==> src/tbr_pkg.sv <==
`timescale 1ns / 1ps

package tbr_pkg;

  localparam int unsigned NumSlotsDef  = 8;
  localparam int unsigned CountBitsDef = 16;

  localparam logic [15:0] DefaultPeriod = 16'd10;
  localparam logic [15:0] PendingMax    = 16'hFFFF;
  localparam logic [3:0]  ExpiriesMax   = 4'd15;

  typedef enum logic [1:0] {
    OP_TICK    = 2'd0,
    OP_SETUP   = 2'd1,
    OP_START   = 2'd2,
    OP_SERVICE = 2'd3
  } op_e;

  typedef enum logic [1:0] {
    BK_IDLE,
    BK_TICK,
    BK_SVC
  } back_state_e;

  typedef struct packed {
    op_e         op;
    logic [2:0]  slot;
    logic        slot_ok;
    logic [15:0] period;
    logic        one_shot;
  } cmd_t;

endpackage

==> src/tbr_ram.sv <==
`timescale 1ns / 1ps

module tbr_ram #(
  parameter int unsigned WIDTH = 32,
  parameter int unsigned DEPTH = 8
) (
  input  logic                                   clk_i,
  input  logic                                   we_i,
  input  logic [((DEPTH > 1) ? $clog2(DEPTH) : 1)-1:0] waddr_i,
  input  logic [WIDTH-1:0]                       wdata_i,
  input  logic [((DEPTH > 1) ? $clog2(DEPTH) : 1)-1:0] raddr_i,
  output logic [WIDTH-1:0]                       rdata_o
);

  logic [WIDTH-1:0] mem_q [DEPTH];

  always_ff @(posedge clk_i) begin
    if (we_i) begin
      mem_q[waddr_i] <= wdata_i;
    end
    rdata_o <= mem_q[raddr_i];
  end

endmodule

==> src/tbr_front.sv <==
`timescale 1ns / 1ps

module tbr_front import tbr_pkg::*; #(
  parameter int unsigned NUM_SLOTS  = NumSlotsDef,
  parameter int unsigned COUNT_BITS = CountBitsDef
) (
  input  logic        clk_i,
  input  logic        rst_ni,
  input  logic        start_i,
  output logic        busy_o,
  input  logic [1:0]  opcode_i,
  input  logic [2:0]  slot_index_i,
  input  logic [15:0] period_i,
  input  logic        one_shot_i,
  output logic        q_valid_o,
  output cmd_t        q_cmd_o,
  input  logic        q_pop_i
);

  localparam int unsigned PerLim = (COUNT_BITS >= 16) ? 65535 : ((1 << COUNT_BITS) - 1);
  localparam logic [15:0] PerLimW = 16'(PerLim);
  localparam logic [6:0]  NumSlotsW = 7'(NUM_SLOTS);

  cmd_t        entry_q [2];
  logic        wr_ptr_q, wr_ptr_d;
  logic        rd_ptr_q, rd_ptr_d;
  logic [1:0]  count_q, count_d;
  logic        push;
  cmd_t        cmd;
  logic [15:0] per_nz;

  assign busy_o = (count_q == 2'd2);
  assign push   = start_i && !busy_o;

  always_comb begin
    per_nz       = (period_i == 16'd0) ? DefaultPeriod : period_i;
    cmd.op       = op_e'(opcode_i);
    cmd.slot     = slot_index_i;
    cmd.slot_ok  = ({4'b0000, slot_index_i} < NumSlotsW);
    cmd.period   = (per_nz > PerLimW) ? PerLimW : per_nz;
    cmd.one_shot = one_shot_i;
  end

  assign q_valid_o = (count_q != 2'd0);
  assign q_cmd_o   = entry_q[rd_ptr_q];

  always_comb begin
    wr_ptr_d = push ? !wr_ptr_q : wr_ptr_q;
    rd_ptr_d = q_pop_i ? !rd_ptr_q : rd_ptr_q;
    count_d  = count_q + {1'b0, push} - {1'b0, q_pop_i};
  end

  always_ff @(posedge clk_i or negedge rst_ni) begin
    if (!rst_ni) begin
      wr_ptr_q <= 1'b0;
      rd_ptr_q <= 1'b0;
      count_q  <= 2'd0;
    end else begin
      wr_ptr_q <= wr_ptr_d;
      rd_ptr_q <= rd_ptr_d;
      count_q  <= count_d;
    end
  end

  always_ff @(posedge clk_i) begin
    if (push) begin
      entry_q[wr_ptr_q] <= cmd;
    end
  end

endmodule

==> src/tbr_back.sv <==
`timescale 1ns / 1ps

module tbr_back import tbr_pkg::*; #(
  parameter int unsigned NUM_SLOTS  = NumSlotsDef,
  parameter int unsigned COUNT_BITS = CountBitsDef
) (
  input  logic        clk_i,
  input  logic        rst_ni,
  input  logic        q_valid_i,
  input  cmd_t        q_cmd_i,
  output logic        q_pop_o,
  output logic        valid_o,
  output logic        fired_o,
  output logic [2:0]  fired_index_o,
  output logic [3:0]  new_expiries_o,
  output logic [15:0] pending_o
);

  localparam int unsigned SlotW = (NUM_SLOTS > 1) ? $clog2(NUM_SLOTS) : 1;
  localparam int unsigned HitW  = $clog2(NUM_SLOTS + 1);
  localparam int unsigned RamW  = 2 * COUNT_BITS;
  localparam logic [SlotW-1:0] LastSlot = SlotW'(NUM_SLOTS - 1);

  back_state_e state_q, state_d;

  logic [SlotW-1:0]  cur_q, cur_d;
  logic [SlotW-1:0]  step_q, step_d;
  logic [SlotW-1:0]  last_q, last_d;
  logic              last_valid_q, last_valid_d;
  logic [15:0]       pending_q, pending_d;
  logic [HitW-1:0]   hits_q, hits_d;
  logic [NUM_SLOTS-1:0] running_q, running_d;
  logic [NUM_SLOTS-1:0] one_shot_q, one_shot_d;
  logic [NUM_SLOTS-1:0] in_use_q, in_use_d;

  logic              res_valid_q, res_valid_d;
  logic              fired_q, fired_d;
  logic [2:0]        fidx_q, fidx_d;
  logic [3:0]        nexp_q, nexp_d;

  logic              ram_we;
  logic [SlotW-1:0]  ram_waddr;
  logic [RamW-1:0]   ram_wdata;
  logic [SlotW-1:0]  ram_raddr;
  logic [RamW-1:0]   ram_rdata;

  logic [COUNT_BITS-1:0] rd_count, rd_period, count_inc;
  logic [SlotW+2:0]      slot_ext, cur_ext;
  logic [SlotW-1:0]      slot_w, cur_nxt, svc_start;
  logic [COUNT_BITS+15:0] per_ext;
  logic [COUNT_BITS-1:0] per_w;
  logic [HitW-1:0]       hits_sum;
  logic [HitW+3:0]       hits_ext;
  logic [3:0]            hits_sat;
  logic                  tick_adv, tick_hit, svc_hit, step_last, pending_zero;

  tbr_ram #(
    .WIDTH (RamW),
    .DEPTH (NUM_SLOTS)
  ) u_ram (
    .clk_i   (clk_i),
    .we_i    (ram_we),
    .waddr_i (ram_waddr),
    .wdata_i (ram_wdata),
    .raddr_i (ram_raddr),
    .rdata_o (ram_rdata)
  );

  assign rd_count  = ram_rdata[RamW-1:COUNT_BITS];
  assign rd_period = ram_rdata[COUNT_BITS-1:0];
  assign count_inc = rd_count + 1'b1;

  assign slot_ext = {{SlotW{1'b0}}, q_cmd_i.slot};
  assign slot_w   = slot_ext[SlotW-1:0];
  assign per_ext  = {{COUNT_BITS{1'b0}}, q_cmd_i.period};
  assign per_w    = per_ext[COUNT_BITS-1:0];
  assign cur_ext  = {3'b000, cur_q};

  assign cur_nxt   = (cur_q == LastSlot) ? '0 : cur_q + 1'b1;
  assign svc_start = !last_valid_q ? '0 : ((last_q == LastSlot) ? '0 : last_q + 1'b1);

  assign tick_adv  = in_use_q[cur_q] && running_q[cur_q] && (rd_count < rd_period);
  assign tick_hit  = tick_adv && (count_inc == rd_period);
  assign svc_hit   = in_use_q[cur_q] && (rd_count == rd_period);
  assign step_last = (step_q == LastSlot);
  assign pending_zero = (pending_q == 16'd0);

  assign hits_sum = hits_q + {{(HitW-1){1'b0}}, tick_hit};
  assign hits_ext = {4'b0000, hits_sum};
  assign hits_sat = (hits_ext > (HitW+4)'(ExpiriesMax)) ? ExpiriesMax : hits_ext[3:0];

  always_comb begin
    state_d = state_q;
    unique case (state_q)
      BK_IDLE: begin
        if (q_valid_i) begin
          if (q_cmd_i.op == OP_TICK) begin
            state_d = BK_TICK;
          end else if (q_cmd_i.op == OP_SERVICE && !pending_zero) begin
            state_d = BK_SVC;
          end
        end
      end
      BK_TICK: begin
        if (step_last) begin
          state_d = BK_IDLE;
        end
      end
      BK_SVC: begin
        if (svc_hit || step_last) begin
          state_d = BK_IDLE;
        end
      end
      default: state_d = BK_IDLE;
    endcase
  end

  always_comb begin
    q_pop_o      = 1'b0;
    cur_d        = cur_q;
    step_d       = step_q;
    last_d       = last_q;
    last_valid_d = last_valid_q;
    pending_d    = pending_q;
    hits_d       = hits_q;
    running_d    = running_q;
    one_shot_d   = one_shot_q;
    in_use_d     = in_use_q;
    res_valid_d  = 1'b0;
    fired_d      = 1'b0;
    fidx_d       = 3'd0;
    nexp_d       = 4'd0;
    ram_we       = 1'b0;
    ram_waddr    = cur_q;
    ram_wdata    = {rd_count, rd_period};
    ram_raddr    = cur_q;
    unique case (state_q)
      BK_IDLE: begin
        if (q_valid_i) begin
          q_pop_o = 1'b1;
          unique case (q_cmd_i.op)
            OP_TICK: begin
              cur_d     = '0;
              step_d    = '0;
              hits_d    = '0;
              ram_raddr = '0;
            end
            OP_SETUP: begin
              res_valid_d = 1'b1;
              if (q_cmd_i.slot_ok) begin
                ram_we             = 1'b1;
                ram_waddr          = slot_w;
                ram_wdata          = {{COUNT_BITS{1'b0}}, per_w};
                one_shot_d[slot_w] = q_cmd_i.one_shot;
                running_d[slot_w]  = 1'b0;
                in_use_d[slot_w]   = 1'b1;
              end
            end
            OP_START: begin
              res_valid_d = 1'b1;
              if (q_cmd_i.slot_ok && in_use_q[slot_w]) begin
                running_d[slot_w] = 1'b1;
              end
            end
            OP_SERVICE: begin
              if (pending_zero) begin
                res_valid_d = 1'b1;
              end else begin
                pending_d = pending_q - 16'd1;
                cur_d     = svc_start;
                step_d    = '0;
                ram_raddr = svc_start;
              end
            end
            default: ;
          endcase
        end
      end
      BK_TICK: begin
        ram_raddr = cur_nxt;
        if (tick_adv) begin
          ram_we    = 1'b1;
          ram_wdata = {count_inc, rd_period};
        end
        if (tick_hit && pending_q != PendingMax) begin
          pending_d = pending_q + 16'd1;
        end
        hits_d = hits_sum;
        cur_d  = cur_nxt;
        step_d = step_q + 1'b1;
        if (step_last) begin
          res_valid_d = 1'b1;
          nexp_d      = hits_sat;
        end
      end
      BK_SVC: begin
        ram_raddr = cur_nxt;
        if (svc_hit) begin
          ram_we       = 1'b1;
          ram_wdata    = {{COUNT_BITS{1'b0}}, rd_period};
          last_d       = cur_q;
          last_valid_d = 1'b1;
          res_valid_d  = 1'b1;
          fired_d      = 1'b1;
          fidx_d       = cur_ext[2:0];
          if (one_shot_q[cur_q]) begin
            running_d[cur_q] = 1'b0;
          end
        end else begin
          cur_d  = cur_nxt;
          step_d = step_q + 1'b1;
          if (step_last) begin
            res_valid_d = 1'b1;
          end
        end
      end
      default: ;
    endcase
  end

  always_ff @(posedge clk_i or negedge rst_ni) begin
    if (!rst_ni) begin
      state_q      <= BK_IDLE;
      cur_q        <= '0;
      step_q       <= '0;
      last_q       <= '0;
      last_valid_q <= 1'b0;
      pending_q    <= 16'd0;
      hits_q       <= '0;
      running_q    <= '0;
      one_shot_q   <= '0;
      in_use_q     <= '0;
      res_valid_q  <= 1'b0;
    end else begin
      state_q      <= state_d;
      cur_q        <= cur_d;
      step_q       <= step_d;
      last_q       <= last_d;
      last_valid_q <= last_valid_d;
      pending_q    <= pending_d;
      hits_q       <= hits_d;
      running_q    <= running_d;
      one_shot_q   <= one_shot_d;
      in_use_q     <= in_use_d;
      res_valid_q  <= res_valid_d;
    end
  end

  always_ff @(posedge clk_i) begin
    fired_q <= fired_d;
    fidx_q  <= fidx_d;
    nexp_q  <= nexp_d;
  end

  assign valid_o        = res_valid_q;
  assign fired_o        = fired_q;
  assign fired_index_o  = fidx_q;
  assign new_expiries_o = nexp_q;
  assign pending_o      = pending_q;

endmodule

==> src/timer_bank_round_robin_expiry.sv <==
`timescale 1ns / 1ps
// Channel   Handshake              Word
// command   start_i / busy_o       opcode_i, slot_index_i, period_i, one_shot_i
// result    valid_o (one cycle)    fired_o, fired_index_o, new_expiries_o, pending_o
//
// Commands enter a two-entry queue and are executed one at a time by the back end.
// Setup, start and a service with nothing pending finish in the idle state. A tick
// visits every slot; a service starts after the last slot served and stops at the
// first expired slot or after all slots, since the slot RAM is scanned one slot per
// cycle through its single read port. Results are registered; busy_o is high while
// the queue is full. Reset stops all slots at once, with no clearing pass.

module timer_bank_round_robin_expiry import tbr_pkg::*; #(
  parameter int unsigned NUM_SLOTS  = NumSlotsDef,
  parameter int unsigned COUNT_BITS = CountBitsDef
) (
  input  logic        clk_i,
  input  logic        rst_ni,
  input  logic        start_i,
  output logic        busy_o,
  input  logic [1:0]  opcode_i,
  input  logic [2:0]  slot_index_i,
  input  logic [15:0] period_i,
  input  logic        one_shot_i,
  output logic        valid_o,
  output logic        fired_o,
  output logic [2:0]  fired_index_o,
  output logic [3:0]  new_expiries_o,
  output logic [15:0] pending_o
);

  logic q_valid;
  logic q_pop;
  cmd_t q_cmd;

  tbr_front #(
    .NUM_SLOTS  (NUM_SLOTS),
    .COUNT_BITS (COUNT_BITS)
  ) u_front (
    .clk_i        (clk_i),
    .rst_ni       (rst_ni),
    .start_i      (start_i),
    .busy_o       (busy_o),
    .opcode_i     (opcode_i),
    .slot_index_i (slot_index_i),
    .period_i     (period_i),
    .one_shot_i   (one_shot_i),
    .q_valid_o    (q_valid),
    .q_cmd_o      (q_cmd),
    .q_pop_i      (q_pop)
  );

  tbr_back #(
    .NUM_SLOTS  (NUM_SLOTS),
    .COUNT_BITS (COUNT_BITS)
  ) u_back (
    .clk_i          (clk_i),
    .rst_ni         (rst_ni),
    .q_valid_i      (q_valid),
    .q_cmd_i        (q_cmd),
    .q_pop_o        (q_pop),
    .valid_o        (valid_o),
    .fired_o        (fired_o),
    .fired_index_o  (fired_index_o),
    .new_expiries_o (new_expiries_o),
    .pending_o      (pending_o)
  );

  a_pop_needs_entry: assert property (@(posedge clk_i) disable iff (!rst_ni)
    q_pop |-> q_valid)
    else $error("queue popped while empty");

  a_fire_not_on_tick: assert property (@(posedge clk_i) disable iff (!rst_ni)
    (valid_o && new_expiries_o != 4'd0) |-> !fired_o)
    else $error("tick word reports a fired slot");

  a_index_zero_unfired: assert property (@(posedge clk_i) disable iff (!rst_ni)
    (valid_o && !fired_o) |-> (fired_index_o == 3'd0))
    else $error("fired index set without a fire");

  a_pending_step: assert property (@(posedge clk_i) disable iff (!rst_ni)
    (pending_o < $past(pending_o)) |-> (pending_o == $past(pending_o) - 16'd1))
    else $error("pending count dropped by more than one");

endmodule

==> config.mk <==
export PLATFORM = sky130hd
export DESIGN_NAME = timer_bank_round_robin_expiry
export DESIGN_NICKNAME = d
export VERILOG_FILES = /design/src/tbr_pkg.sv /design/src/tbr_ram.sv /design/src/tbr_front.sv /design/src/tbr_back.sv /design/src/timer_bank_round_robin_expiry.sv
export SDC_FILE = /design/constraint.sdc
export NUM_CORES = 1
export LEC_CHECK = 0
export ABC_AREA = 1
export BUFFER_PORTS_ARGS = -buffer_cell sky130_fd_sc_hd__buf_2
export CAP_MARGIN = 20
export CORE_ASPECT_RATIO = 0.8
export CORE_UTILIZATION = 43
export CTS_BUF_LIST = sky130_fd_sc_hd__clkbuf_8
export DETAILED_ROUTE_END_ITERATION = 8
export PLACE_DENSITY = 0.62
export SLEW_MARGIN = 20
export SYNTH_ARGS = -nofsm -noshare
export SYNTH_HDL_FRONTEND = slang
export SYNTH_HIERARCHICAL = 1
export SYNTH_SLANG_ARGS = --single-unit
==> constraint.sdc <==
create_clock -name clk_i -period 4.4 [get_ports clk_i]
set_input_delay 0.44 -clock clk_i [delete_from_list [all_inputs] [get_ports clk_i]]
set_output_delay 0.44 -clock clk_i [all_outputs]
set_load 0.05 [all_outputs]
==> run metrics <==
clk_skew=roughly 32 ps; CP max stage delay=490 ps; reg2reg start=u_back/u_ram/rdata_o[23]$_DFF_P_; Least-Margin Pin Slew=between 1000 and 1500 ps; nets=between 2,000 and 2,500; placed cell count=approximately 2,800; Primary FF master, synth=edfxtp_1; die height=193.0 um; area grow syn2layout=12.33%; Yosys top cell by area=edfxtp_1; minimum clock period=approximately 3800 ps; WP data required=4650 ps; Worst Path Arrival=4010 ps; Vias=14,490; CTS Buf Count=66; final count of pins violating max slew=0; clock tree buffer depth=3; CP startpoint=u_back/u_ram/rdata_o[23]$_DFF_P_; register area share after synthesis=57.82%; total core area=about 45,000 sq um; hold crit path type=in -> reg; largest net degree at the start of global routing=between 100 and 150; Setup TNS Final=0 ps; Relative slew margins=25.86%; Fillers=4,242; Worst path top cell family by delay=simple AND/OR/NAND/NOR gates; status=completed; Setup crit start kind=register; post-synth cell types=51; Total Wirelength=49,180 um; DR WL/cell=16.88 um; die footprint=46,460 sq um; GRT Total Usage=21.87%; clock-pin slew on the worst setup and hold paths=60 ps; Synth Register Bits=401; crit end category=register; DP HPWL=31,890 um; Yosys top cell area share=between 40% and 50%; vias per cell=4.973; CTS tree=done; TritonRoute pass-1 iters=5; Net Count, Synth=~2,200; Clock Sinks=401; # port buffers=50; hold path start=period_i[13]; most frequent CP cell=nand2_1; Clock Root Buffer=clkbuf_8; fin area=22,020 sq um; DP Worst Slack=601.7 ps; top-level I/O count=51; antenna violations before repair=0; RSZ-0062 raised after global routing=false; H-tree depth=3; final cell count without fillers=~2,900; peak supply drop=0.4519 mV; synth cell count leaders=nand2_1 (702), inv_1 (384), edfxtp_1 (300); number of global-route vias before repair=13,880; Worst Path Max Fanout=32; maxcap violations=0; cell leakage power=10.26 nW; Post-synth EDFFs=300; pwr dens=around 780 nW/um^2; most frequent cell after synthesis=nand2_1; DP Area=20,570 sq um; asr flop ratio synth=15.21%; Synth Area per Inst=9.039 sq um; CP Cell Sequence=ha_1 -> nand2_1 -> nor2_1 -> nand4_1 -> nor3b_1 -> nand2_1 -> inv_1 -> nand2_1 -> buf_4 -> a31oi_1 -> nand2_1 -> nor2_4 -> buf_4; dominant cells by area after synthesis=edfxtp_1 (46%), nand2_1 (13%), dfrtp_1 (7.8%); Bufs and invs on worst path=3; Final Util=49.25%; Detail Route Antenna Nets=0; DR iter-0 viols=~1,100; Setup Fix Bufs, Post-CTS=0; Fin. Hold Viols=0; Skew-Pair Late Insertion Delay=around 640 ps; Max Clk Rate=266.6 MHz; Initial Util=43.84%; layout cells sized above 1=9.740%; Mapped Area=19,610 sq um; GP Congestion=approximately 0.90; Resized cells post-CTS=0; Die Wd=240.7 um; global-route wire length before repair=77,230 um; Cells after Synth=2,169; final setup vio count=0; Ys Warns=6; CP max stage cell=buf_4; DRC Markers=0; final period utilization=between 80% and 90%; Core Rows=just under 70; global route total overflow=0; final worst slack=649.4 ps; crit path kind=reg -> reg
final cells by class:
type	instances	area, sq um	area share [%]
Clock buffer	76	1046	4.749
Sequential cell	401	11340	51.47
Timing Repair Buffer	109	825.8	3.750
Inverter	387	1454	6.602
Multi-Input combinational cell	1295	6411	29.11
Tap cell	603	754.5	3.426
Antenna cell	1	2.502	0.01136
Clock inverter	42	193.9	0.8806
layout by cell type, fill, tap and decap left out, drive strengths merged, types with 2 or more instances in the layout:
| cell type | Yosys | routed |
|---|---|---|
| nand2 | 704 | 704 |
| inv | 387 | 414 |
| edfxtp | 300 | 300 |
| nand3 | 227 | 227 |
| buf | 51 | 89 |
| nor2 | 87 | 87 |
| o21ai | 81 | 81 |
| clkbuf | 35 | 77 |
| dfrtp | 61 | 61 |
| ha | 49 | 49 |
| dfxtp | 40 | 40 |
| a21oi | 31 | 31 |
| mux2 | 22 | 22 |
| dlygate4sd3 | 0 | 19 |
| xor2 | 17 | 17 |
| clkinv | 0 | 13 |
| nand4 | 12 | 12 |
| nor3 | 10 | 10 |
| o22ai | 8 | 8 |
| xnor2 | 6 | 6 |
| nor4 | 3 | 3 |
| a22o | 3 | 3 |
| a31oi | 3 | 3 |
| a21boi | 3 | 3 |
| a21o | 3 | 3 |
| a221oi | 3 | 3 |
| a2bb2oi | 3 | 3 |
| o21bai | 2 | 2 |
| o2111ai | 2 | 2 |
| o21a | 2 | 2 |
| o211ai | 2 | 2 |
| a32oi | 2 | 2 |
| o32ai | 2 | 2 |
worst register-to-register path: stages, from the launching register on:
cell and delay (ps):
dfxtp_1 430, ha_1 350, nand2_1 60, nor2_1 200, nand4_1 160, nor3b_1 340
nand2_1 90, inv_1 80, nand2_1 50, buf_4 210, a31oi_1 370, nand2_1 350
nor2_4 160, buf_4 490
path summary, 6_finish.rpt:
path | slack [ps] | end | cells after the start
min in group asynchronous | 490 | u_back/hits_q[3]$_DFFE_PN0P_ | 2
min reg2reg | 460 | u_back/last_valid_q$_DFFE_PN0P_ | 2
max | 650 | u_back/u_ram/mem_q[2][29]$_DFFE_PP_ | 13
max reg2reg | 650 | u_back/u_ram/mem_q[2][29]$_DFFE_PP_ | 13
min | 60 | u_front/entry_q[0][14]$_DFFE_PP_ | 1
max in group asynchronous | 2990 | u_back/in_use_q[6]$_DFFE_PN0P_ | 3
logic make-up after synthesis:
logic type,Yosys count,synth area share (%)
simple gates,1045,21.98
buf+inv,473,9.930
flops,401,57.82
compound gates,152,4.474
fa+ha+maj,50,3.229
xor+xnor,25,1.264
mux,22,1.283
other cells,1,0.01913
flip-flops by register name, summed over array words and instances (netlist names), 2 cells and up, named ones only:
| register | flops |
|---|---|
| u_back/hits_q | 4 |
| u_back/one_shot_q | 8 |
| u_back/in_use_q | 8 |
| u_back/last_q | 3 |
| u_back/cur_q | 3 |
| u_back/u_ram/mem_q | 256 |
| u_back/u_ram/rdata_o | 32 |
| u_back/state_q | 2 |
| u_front/entry_q | 44 |
| u_back/step_q | 3 |
| u_back/fired_index_o | 3 |
| u_front/count_q | 2 |
| u_back/new_expiries_o | 4 |
| u_back/pending_o | 16 |
report_power, final:
part           internal [mW]  leakage [nW]  switching [mW]
clock network           1.63         0.740            1.48
registers               5.17          3.83           0.535
logic                   2.51          5.68            5.76
metrics by stage:
step	hold WS, ps	power, mW
detailed placement	447.7	13.92
global route	18.94	18.36
floorplan	144.4	11.56
global placement	454.6	13.78
finish	62.84	17.08
CTS	2.485	17.10
repair_timing:
action / CTS / global route
hold endpoints to repair: 71 / 0
hold buffers: 19 / 0
setup endpoints to repair: 0 / 0
metal layers:
metal / global-route usage, % / vias to the layer above / part of all wire [%]
li1: - / 7138 / -
met1: 32.10 / 6821 / 48
met2: 32.32 / 453 / 43
met3: 4.271 / 79 / 7.2
met4: 7.376 / 0 / 2.1
met5: 0 / - / 0
Note: power is estimated with default switching activity, not from simulation.
